==> src/rtl/nfba_pkg.sv <==
// Shared constants, types and codes for the next-fit block allocator.
`timescale 1ns / 1ps

package nfba_pkg;

  // Table geometry.
  localparam int MAX_BLOCKS = 64;
  localparam int SIZE_BITS  = 16;
  localparam int IDX_W      = $clog2(MAX_BLOCKS);
  localparam int CNT_W      = $clog2(MAX_BLOCKS + 1);

  // Fixed field widths of the ports.
  localparam int PIDX_W = 6;
  localparam int AMT_W  = 16;
  localparam int TOT_W  = 22;
  localparam int CFG_W  = 7;

  // Width used for comparing a block's free space against a request.
  localparam int CMP_W = (SIZE_BITS > AMT_W) ? SIZE_BITS : AMT_W;

  localparam logic [CMP_W-1:0] SIZE_MAX = CMP_W'((64'(1) << SIZE_BITS) - 64'(1));
  localparam logic [CFG_W-1:0] COUNT_RESET = CFG_W'(MAX_BLOCKS);

  typedef enum logic {
    REQ_LOAD  = 1'b0,
    REQ_ALLOC = 1'b1
  } req_kind_t;

  typedef enum logic {
    FOP_LOAD,
    FOP_ALLOC
  } fit_op_t;

  typedef enum logic [1:0] {
    ST_IDLE,
    ST_LOAD,
    ST_SCAN
  } state_t;

  // Result of the shared compare and update unit.
  typedef struct packed {
    logic                 fit;
    logic [SIZE_BITS-1:0] remain;
    logic [TOT_W-1:0]     total_next;
  } fit_res_t;

endpackage

==> src/rtl/nfba_ram.sv <==
// Generic single-write, single-read RAM with registered read data.
`timescale 1ns / 1ps

module nfba_ram #(
  parameter int WIDTH = 16,
  parameter int DEPTH = 64
) (
  input  logic                     clk,
  input  logic                     we,
  input  logic [$clog2(DEPTH)-1:0] waddr,
  input  logic [WIDTH-1:0]         wdata,
  input  logic [$clog2(DEPTH)-1:0] raddr,
  output logic [WIDTH-1:0]         rdata
);

  logic [WIDTH-1:0] mem [DEPTH];

  always_ff @(posedge clk) begin
    if (we) begin
      mem[waddr] <= wdata;
    end
    rdata <= mem[raddr];
  end

endmodule

==> src/rtl/nfba_fit_unit.sv <==
// Shared compare and subtract unit: fit test, remaining space and total update.
`timescale 1ns / 1ps

module nfba_fit_unit
  import nfba_pkg::*;
(
  input  fit_op_t              op,
  input  logic [SIZE_BITS-1:0] free,
  input  logic [AMT_W-1:0]     amt,
  input  logic                 used,
  input  logic [TOT_W-1:0]     total,
  output fit_res_t             res
);

  logic [CMP_W-1:0] free_x;
  logic [CMP_W-1:0] amt_x;
  logic [CMP_W-1:0] diff;

  assign free_x = CMP_W'(free);
  assign amt_x  = CMP_W'(amt);
  assign diff   = free_x - amt_x;

  always_comb begin
    res.fit        = (free_x >= amt_x);
    res.remain     = SIZE_BITS'(diff);
    res.total_next = total;
    unique case (op)
      FOP_LOAD: begin
        // A used block's space leaves the total before it is reloaded.
        if (used) begin
          res.total_next = total - TOT_W'(free);
        end
      end
      FOP_ALLOC: begin
        if (amt != '0) begin
          if (used) begin
            res.total_next = total - TOT_W'(amt);
          end else begin
            res.total_next = total + TOT_W'(diff);
          end
        end
      end
      default: res.total_next = total;
    endcase
  end

endmodule

==> src/rtl/next_fit_block_allocator_unit.sv <==
// Top level of the next-fit block allocator: sequencer, block table and result register.
`timescale 1ns / 1ps

// Next-fit allocator over a table of up to 64 blocks. For a load, the transfer
// cycle issues the read of the old entry, and ST_LOAD then rewrites it and loads
// the result register. For an allocation, the transfer cycle issues the read of
// the first block, and ST_SCAN then examines m blocks, m being 1 to block_count
// clamped into 1..64. The block table is one RAM with a single registered read
// port, and the scan reads one block per cycle through the shared compare unit;
// the result register is loaded once a block fits or the last block misses. A
// stalled result holds the block in the last cycle of its item until the output
// register frees. The input is stalled from the transfer of an item until its
// result is loaded into the output register; a waiting result does not stall
// the next input transfer. block_count may be written at any time the block is
// idle; the write port is always ready. Reading a block that was never loaded
// gives an unpredictable size.
module next_fit_block_allocator_unit
  import nfba_pkg::*;
(
  input  logic              clk,
  input  logic              rst,
  input  logic              in_valid,
  output logic              in_stall,
  input  logic              req_type,
  input  logic [PIDX_W-1:0] block_index,
  input  logic [AMT_W-1:0]  amount,
  output logic              out_valid,
  input  logic              out_stall,
  output logic              granted,
  output logic [PIDX_W-1:0] block_granted,
  output logic [TOT_W-1:0]  total_fragmentation,
  input  logic              cfg_valid,
  output logic              cfg_ready,
  input  logic [CFG_W-1:0]  cfg_data
);

  state_t state, state_next;

  logic [CFG_W-1:0]      block_count;
  logic [IDX_W-1:0]      scan_pointer;
  logic [TOT_W-1:0]      total;
  logic [MAX_BLOCKS-1:0] used_mark;
  logic [IDX_W-1:0]      cur;
  logic [IDX_W-1:0]      start_ptr;
  logic [CNT_W-1:0]      examined;
  logic [AMT_W-1:0]      amt_q;
  logic                  load_ok;
  logic [SIZE_BITS-1:0]  load_val_q;

  logic [CNT_W-1:0]     eff_count;
  logic [IDX_W-1:0]     start;
  logic [IDX_W-1:0]     cur_next;
  logic [CNT_W:0]       cur_inc;
  logic                 last;
  logic                 out_free;
  logic                 in_load_ok;
  logic [CMP_W-1:0]     amount_x;
  logic [SIZE_BITS-1:0] load_val;

  logic                 rd_we;
  logic [IDX_W-1:0]     rd_addr;
  logic [SIZE_BITS-1:0] wr_data;
  logic [SIZE_BITS-1:0] rd_data;

  fit_op_t  fop;
  fit_res_t fres;

  logic do_accept;
  logic do_load;
  logic do_hit;
  logic do_fail;
  logic do_advance;

  assign cfg_ready = 1'b1;

  // Clamp the configured count into 1..MAX_BLOCKS.
  always_comb begin
    if (block_count == '0) begin
      eff_count = CNT_W'(1);
    end else if (32'(block_count) > MAX_BLOCKS) begin
      eff_count = CNT_W'(MAX_BLOCKS);
    end else begin
      eff_count = CNT_W'(block_count);
    end
  end

  assign start      = (CNT_W'(scan_pointer) >= eff_count) ? '0 : scan_pointer;
  assign cur_inc    = (CNT_W + 1)'(cur) + (CNT_W + 1)'(1);
  assign cur_next   = (cur_inc >= (CNT_W + 1)'(eff_count)) ? '0 : IDX_W'(cur_inc);
  assign last       = (examined == eff_count - CNT_W'(1));
  assign out_free   = !out_valid || !out_stall;
  assign in_load_ok = (32'(block_index) < MAX_BLOCKS);
  assign amount_x   = CMP_W'(amount);
  assign load_val   = (amount_x > SIZE_MAX) ? SIZE_BITS'(SIZE_MAX) : SIZE_BITS'(amount_x);

  assign fop = (state == ST_LOAD) ? FOP_LOAD : FOP_ALLOC;

  nfba_fit_unit u_fit (
    .op    (fop),
    .free  (rd_data),
    .amt   (amt_q),
    .used  (used_mark[cur] && (load_ok || state == ST_SCAN)),
    .total (total),
    .res   (fres)
  );

  nfba_ram #(
    .WIDTH (SIZE_BITS),
    .DEPTH (MAX_BLOCKS)
  ) u_table (
    .clk   (clk),
    .we    (rd_we),
    .waddr (cur),
    .wdata (wr_data),
    .raddr (rd_addr),
    .rdata (rd_data)
  );

  always_ff @(posedge clk) begin
    if (rst) begin
      state <= ST_IDLE;
    end else begin
      state <= state_next;
    end
  end

  always_comb begin
    state_next = state;
    in_stall   = 1'b1;
    rd_addr    = cur;
    rd_we      = 1'b0;
    wr_data    = fres.remain;
    do_accept  = 1'b0;
    do_load    = 1'b0;
    do_hit     = 1'b0;
    do_fail    = 1'b0;
    do_advance = 1'b0;
    unique case (state)
      ST_IDLE: begin
        in_stall = 1'b0;
        if (in_valid) begin
          do_accept = 1'b1;
          if (req_type == REQ_LOAD) begin
            rd_addr    = IDX_W'(block_index);
            state_next = ST_LOAD;
          end else begin
            rd_addr    = start;
            state_next = ST_SCAN;
          end
        end
      end
      ST_LOAD: begin
        wr_data = load_val_q;
        if (out_free) begin
          do_load    = 1'b1;
          rd_we      = load_ok;
          state_next = ST_IDLE;
        end
      end
      ST_SCAN: begin
        if (fres.fit) begin
          if (out_free) begin
            do_hit     = 1'b1;
            rd_we      = (amt_q != '0);
            state_next = ST_IDLE;
          end
        end else if (last) begin
          if (out_free) begin
            do_fail    = 1'b1;
            state_next = ST_IDLE;
          end
        end else begin
          do_advance = 1'b1;
          rd_addr    = cur_next;
        end
      end
      default: state_next = ST_IDLE;
    endcase
  end

  // Item context captured at the input transfer.
  always_ff @(posedge clk) begin
    if (do_accept) begin
      amt_q      <= amount;
      load_val_q <= load_val;
      load_ok    <= in_load_ok;
      start_ptr  <= start;
      cur        <= (req_type == REQ_LOAD) ? IDX_W'(block_index) : start;
    end else if (do_advance) begin
      cur <= cur_next;
    end
  end

  always_ff @(posedge clk) begin
    if (do_accept) begin
      examined <= '0;
    end else if (do_advance) begin
      examined <= examined + CNT_W'(1);
    end
  end

  always_ff @(posedge clk) begin
    if (rst) begin
      block_count  <= COUNT_RESET;
      scan_pointer <= '0;
      total        <= '0;
      used_mark    <= '0;
    end else begin
      if (cfg_valid && cfg_ready) begin
        block_count <= cfg_data;
      end
      if (do_load) begin
        scan_pointer <= '0;
        total        <= fres.total_next;
        if (load_ok) begin
          used_mark[cur] <= 1'b0;
        end
      end
      if (do_hit) begin
        scan_pointer <= cur;
        total        <= fres.total_next;
        if (amt_q != '0) begin
          used_mark[cur] <= 1'b1;
        end
      end
      if (do_fail) begin
        scan_pointer <= start_ptr;
      end
    end
  end

  // Result register.
  always_ff @(posedge clk) begin
    if (rst) begin
      out_valid <= 1'b0;
    end else if (do_load || do_hit || do_fail) begin
      out_valid <= 1'b1;
    end else if (!out_stall) begin
      out_valid <= 1'b0;
    end
  end

  always_ff @(posedge clk) begin
    if (do_load || do_fail) begin
      granted             <= 1'b0;
      block_granted       <= '0;
      total_fragmentation <= do_load ? fres.total_next : total;
    end else if (do_hit) begin
      granted             <= 1'b1;
      block_granted       <= PIDX_W'(cur);
      total_fragmentation <= fres.total_next;
    end
  end

endmodule

==> config.mk <==
export PLATFORM = sky130hd
export DESIGN_NAME = next_fit_block_allocator_unit
export DESIGN_NICKNAME = d
export VERILOG_FILES = /design/src/rtl/nfba_pkg.sv /design/src/rtl/nfba_ram.sv /design/src/rtl/nfba_fit_unit.sv /design/src/rtl/next_fit_block_allocator_unit.sv
export SDC_FILE = /design/constraint.sdc
export NUM_CORES = 2
export LEC_CHECK = 0
export BUFFER_PORTS_ARGS = -buffer_cell sky130_fd_sc_hd__buf_2
export CELL_PAD_IN_SITES_DETAIL_PLACEMENT = 1
export CELL_PAD_IN_SITES_GLOBAL_PLACEMENT = 2
export CORE_ASPECT_RATIO = 1.1
export CORE_MARGIN = 10
export CORE_UTILIZATION = 44
export CTS_CLUSTER_SIZE = 20
export DETAILED_ROUTE_END_ITERATION = 10
export GPL_TIMING_DRIVEN = 0
export MAX_ROUTING_LAYER = met4
export PLACE_DENSITY = 0.79
export SKIP_LAST_GASP = 1
export SYNTH_ARGS = -nofsm -noshare
export SYNTH_HDL_FRONTEND = slang
export SYNTH_SLANG_ARGS = --single-unit
==> constraint.sdc <==
create_clock -name clk -period 7.4 [get_ports clk]
set_clock_uncertainty 0.15 [all_clocks]
set_input_delay 0.74 -clock clk [delete_from_list [all_inputs] [get_ports clk]]
set_output_delay 0.74 -clock clk [all_outputs]
set_load 0.05 [all_outputs]
==> impl_results.html <==
<table>
<tr><th>Metric</th><th>Value</th></tr>
<tr><th colspan="2">Outcome</th></tr>
<tr><td>Run status</td><td>finished, final reports clean</td></tr>
<tr><th colspan="2">Route</th></tr>
<tr><td>Routed Antenna Nets</td><td>0</td></tr>
<tr><td>Avg WL per Cell</td><td>31.16 um</td></tr>
<tr><td>Final wirelength</td><td>195400 um</td></tr>
<tr><td>Number of iterations in the first detailed-routing pass</td><td>6</td></tr>
<tr><td>Routed vias/inst</td><td>approximately 6.3</td></tr>
<tr><td>Remaining design rule violation count</td><td>0</td></tr>
<tr><td>Iter 0 DRT Violations</td><td>approximately 4000</td></tr>
<tr><td>Total via count in the routed design</td><td>about 40000</td></tr>
<tr><th colspan="2">STA</th></tr>
<tr><td>Maximum operating frequency</td><td>141.6 MHz</td></tr>
<tr><td>Setup repair after global routing missed its margin</td><td>false</td></tr>
<tr><td>Slew Viols, Final</td><td>0</td></tr>
<tr><td>Final worst setup slack</td><td>about 0.34 ns</td></tr>
<tr><td>Final critical path time including I/O delays and setup</td><td>7.060 ns</td></tr>
<tr><td>Total count of hold-check failures in the final report</td><td>0</td></tr>
<tr><td>Transition time at the pin with the least slew margin</td><td>between 1 and 1.5 ns</td></tr>
<tr><td>Setup TNS</td><td>0 ns</td></tr>
<tr><td>Slew HR</td><td>0.1128</td></tr>
<tr><td>Total setup violations reported at the end of the flow</td><td>0</td></tr>
<tr><td>Hold slack final</td><td>between 0.04 and 0.05 ns</td></tr>
<tr><td>Tcrit/Tclk final</td><td>0.9541</td></tr>
<tr><th colspan="2">Clocking</th></tr>
<tr><td>Number of H-tree levels</td><td>4</td></tr>
<tr><td>CTS Root Buffer Type</td><td>clkbuf_16</td></tr>
<tr><td>Number of sinks driven by the clock tree</td><td>1206</td></tr>
<tr><td>Clock tree from TritonCTS</td><td>done</td></tr>
<tr><td>Number of buffers on the longest clock path</td><td>3</td></tr>
<tr><td>Clock insertion delay at the later pin of the skew report</td><td>0.79 ns</td></tr>
<tr><td>Clk pin slew, worst setup/hold paths</td><td>about 0.060 ns</td></tr>
<tr><td>Number of buffers added by the clock tree synthesis step</td><td>130</td></tr>
<tr><th colspan="2">Place</th></tr>
<tr><td>Worst slack at placement</td><td>-0.6644 ns</td></tr>
<tr><td>Final HPWL from detailed placement</td><td>140700 um</td></tr>
<tr><td>Last weighted congestion value of the routability-driven placer</td><td>~0.95</td></tr>
<tr><td>Inst Count DP</td><td>about 6000</td></tr>
<tr><td>Count of buffers from port buffering</td><td>63</td></tr>
<tr><td>Post-detailed-placement cell area</td><td>between 0.05 and 0.06 mm2</td></tr>
<tr><th colspan="2">Critical path</th></tr>
<tr><td>Library cell appearing most often on the critical path</td><td>clkbuf_1</td></tr>
<tr><td>Critical-path cell with the highest stage delay</td><td>o22ai_1</td></tr>
<tr><td>Capturing element type of the critical path</td><td>register</td></tr>
<tr><td>Worst stage delay on the critical path</td><td>between 0.8 and 0.9 ns</td></tr>
<tr><td>Worst setup SP type</td><td>register</td></tr>
<tr><td>Worst Path Required</td><td>7.90 ns</td></tr>
<tr><td>Cells traversed along the worst timing path</td><td>clkbuf_1 &gt; clkbuf_1 &gt; and3_1 &gt; clkbuf_1 &gt; clkbuf_1 &gt; and3_1 &gt; ha_1 &gt; o2111ai_1 &gt; o21ai_1 &gt; nor2_2 &gt; a221o_1 &gt; nor2_1 &gt; nand2_1 &gt; clkbuf_1 &gt; o22ai_1 &gt; nor4_1 &gt; mux2_2</td></tr>
<tr><td>Data arrival time of the worst path</td><td>between 7 and 8 ns</td></tr>
<tr><td>Critical setup path kind</td><td>reg2reg</td></tr>
<tr><td>Largest fanout of any net on the critical path</td><td>10</td></tr>
<tr><th colspan="2">GRT</th></tr>
<tr><td>Largest net degree at the start of global routing</td><td>65</td></tr>
<tr><td>Initial antenna violation count</td><td>12</td></tr>
<tr><td>Total routing usage reported by global routing</td><td>0.2947</td></tr>
<tr><td>Number of global-route vias before repair</td><td>roughly 40000</td></tr>
<tr><td>Aggregate global routing overflow</td><td>0</td></tr>
<tr><td>Wire length of the first global-routing pass</td><td>around 280000 um</td></tr>
<tr><th colspan="2">Worst hold path</th></tr>
<tr><td>Hold Path Class</td><td>in2reg</td></tr>
<tr><th colspan="2">Die</th></tr>
<tr><td>Die footprint</td><td>approximately 0.13 mm2</td></tr>
<tr><td>Effective utilization at floorplan</td><td>0.4424</td></tr>
<tr><td>Std-Cell Rows</td><td>133</td></tr>
<tr><td>Core region area</td><td>about 0.12 mm2</td></tr>
<tr><td>Die width</td><td>approximately 350 um</td></tr>
<tr><td>I/O pin total</td><td>67</td></tr>
<tr><td>Die H</td><td>383.3 um</td></tr>
<tr><th colspan="2">Synth</th></tr>
<tr><td>Combinational family with the most area after synthesis</td><td>compound AO/OA/AOI/OAI gates</td></tr>
<tr><td>Main synth FF type</td><td>edfxtp_1</td></tr>
<tr><td>Cell area after technology mapping</td><td>around 0.053 mm2</td></tr>
<tr><td>Synth unique cells</td><td>slightly below 90</td></tr>
<tr><td>Fraction of synthesis flops using an asynchronous set or reset pin</td><td>0</td></tr>
<tr><td>Area fraction in compound gates after synthesis</td><td>0.1336</td></tr>
<tr><td>Synth warnings</td><td>0</td></tr>
<tr><td>Mean area per synthesized cell</td><td>about 12 um2</td></tr>
<tr><td>Post-synthesis share of cell area spent on xor and xnor gates</td><td>0.01261</td></tr>
<tr><td>Portion of the post-synthesis area used by sequential elements</td><td>0.6611</td></tr>
<tr><td>Fraction of the mapped netlist area in simple logic gates</td><td>0.1218</td></tr>
<tr><td>Post-synthesis share of cell area spent on full adders, half adders and majority gates</td><td>0.01844</td></tr>
<tr><td>Number of cells produced by synthesis</td><td>between 4000 and 5000</td></tr>
<tr><td>Number of nets in the synthesized netlist</td><td>roughly 4400</td></tr>
<tr><td>Post-synth EDFFs</td><td>approximately 1100</td></tr>
<tr><td>Number of register bits inferred by synthesis</td><td>1206</td></tr>
<tr><td>Proportion of synthesized area in mux cells</td><td>0.02150</td></tr>
<tr><th colspan="2">Final layout</th></tr>
<tr><td>Number of inserted filler cells in the final layout</td><td>12160</td></tr>
<tr><td>Area used by sequential logic in the layout</td><td>roughly 0.035 mm2</td></tr>
<tr><td>Fin nets</td><td>4717</td></tr>
<tr><td>Non-filler cells in the finished layout</td><td>~6300</td></tr>
<tr><td>Area grow syn2layout</td><td>16.17%</td></tr>
<tr><td>Footprint of the multi-input gates</td><td>approximately 0.017 mm2</td></tr>
<tr><td>Post-route standard cell area excluding fillers</td><td>between 0.06 and 0.07 mm2</td></tr>
<tr><td>Fraction of final layout cells sized beyond drive strength 1</td><td>0.1171</td></tr>
<tr><td>Share of the core filled with cells</td><td>0.5139</td></tr>
<tr><th colspan="2">Job</th></tr>
<tr><td>Number of max-cap violations</td><td>0</td></tr>
<tr><th colspan="2">Power and ir drop</th></tr>
<tr><td>Worst IR drop on VDD</td><td>362.8 uV</td></tr>
<tr><td>Leak pwr</td><td>between 20 and 25 nW</td></tr>
<tr><td>Total power draw</td><td>roughly 30 mW</td></tr>
<tr><td>Pwr Density</td><td>approximately 480 mW/mm2</td></tr>
</table>
-- critical path, delay by kind of cell (launching register included) --
family	cells	cell delay, ns
AND/OR/NAND/NOR	6	1.99
buffers and inverters	5	1.98
multiplexers	1	0.37
adder cells (fa/ha/maj)	1	0.15
AO/OA/AOI/OAI	4	1.96
flip-flops	1	0.32
-- metal layers --
layer	track usage	share of wire	routed length [um]
met5	-	0	0
met2	0.4634	0.47	91910
met3	0.05681	0.080	15680
met1	0.3648	0.40	77460
met4	0.1422	0.053	10350
-- cells in the mapped netlist, types with 6 or more instances --
master / instances / area, um2
edfxtp_1: 1074 / 32250
nand2_1: 693 / 2601
a211oi_1: 267 / 2004
and3_1: 262 / 1639
a31oi_1: 256 / 1602
clkbuf_1: 219 / 822.0
nor2_1: 174 / 653.1
a21oi_1: 156 / 780.8
dfxtp_1: 132 / 2643
o21ai_0: 129 / 645.6
o22ai_1: 105 / 656.9
nand3_1: 99 / 495.5
ha_1: 73 / 913.4
buf_2: 72 / 360.4
mux2i_1: 65 / 650.6
inv_1: 64 / 240.2
xor2_1: 40 / 350.3
xnor2_1: 36 / 315.3
nor4_1: 31 / 193.9
nor3_1: 29 / 145.1
buf_1: 28 / 105.1
mux2_2: 24 / 270.3
a21o_1: 21 / 157.7
a22oi_1: 21 / 157.7
nand2b_1: 20 / 125.1
nor2b_1: 18 / 112.6
or3_1: 15 / 93.84
and2_1: 14 / 87.58
o211ai_1: 12 / 90.09
o31ai_1: 12 / 90.09
mux4_2: 9 / 202.7
o21a_1: 9 / 67.56
a221oi_1: 8 / 70.07
nor3b_1: 7 / 52.55
a211o_1: 6 / 52.55
buf_6: 6 / 67.56
-- layout make-up --
class,count,area share
tap,1552,0.03167
clock buffer,171,0.05744
sequential,1206,0.5690
timing repair buffer,165,0.03422
inverter,66,0.004040
antenna,6,0.0002449
buffer,326,0.02259
clock inverter,68,0.009855
multi-input combinational,2711,0.2709
-- logic make-up after synthesis --
kind of cell,after synthesis
other,1
buffers and inverters,395
AND/OR/NAND/NOR,1390
AO/OA/AOI/OAI,1069
multiplexers,99
flip-flops,1206
XOR/XNOR,76
adder cells (fa/ha/maj),76
-- cells in the final DEF, fill, tap and decap left out, drive strengths merged, types with 15 or more instances in the layout --
cell type and n:
edfxtp 1074, nand2 694, clkbuf 389, a211oi 270, and3 262, buf 258, a31oi 256, nor2 175
a21oi 157, o21ai 133, dfxtp 132, o22ai 105, nand3 99, ha 73, inv 72, mux2i 65
clkinv 50, xor2 40, xnor2 36, nor4 32, nor3 32, mux2 25, a21o 21, a22oi 21
nand2b 20, nor2b 18, or3 15, dlygate4sd3 15
-- power breakdown --
| group | total [mW] | internal (mW) | switching, mW |
|---|---|---|---|
| Sequential | 9.84 | 9.65 | 0.185 |
| Combinational | 13.2 | 3.57 | 9.66 |
| Clock | 6.43 | 3.65 | 2.78 |
| Total | 29.5 | 16.9 | 12.6 |
-- path summary, 6_finish.rpt --
check | from | to | slack, ns | depth (start not counted)
worst min register to register | block_granted[1]$_SDFFE_PN0P_ | block_granted[1]$_SDFFE_PN0P_ | 0.31 | 2
worst max register to register | cur[3]$_DFFE_PP_ | u_table.rdata[9]$_DFF_P_ | 0.34 | 17
worst min-delay path | amount[0] | amt_q[0]$_DFFE_PP_ | 0.04 | 1
worst max-delay path | cur[3]$_DFFE_PP_ | u_table.rdata[9]$_DFF_P_ | 0.34 | 17
-- timing repair --
| action | 4_1_cts | 5_1_grt |
|---|---|---|
| pin swaps | 1 | 0 |
| buffers inserted | 2 | 0 |
| endpoints found under the setup margin | 28 | 22 |
| resized for setup | 6 | 15 |
| hold buffers | 15 | 0 |
| hold endpoints to repair | 15 | 0 |
-- sequential cells by signal (all words and copies together), names as in the netlist --
signal	count
load_val_q	2
total	22
start_ptr	6
scan_pointer	6
used_mark	64
out_valid	1
u_table.mem	1024
u_table.rdata	16
block_count	7
state	2
block_granted	6
total_fragmentation	22
granted	1
amt_q	14
examined	7
cur	6
(Power assumes the default switching activity.)
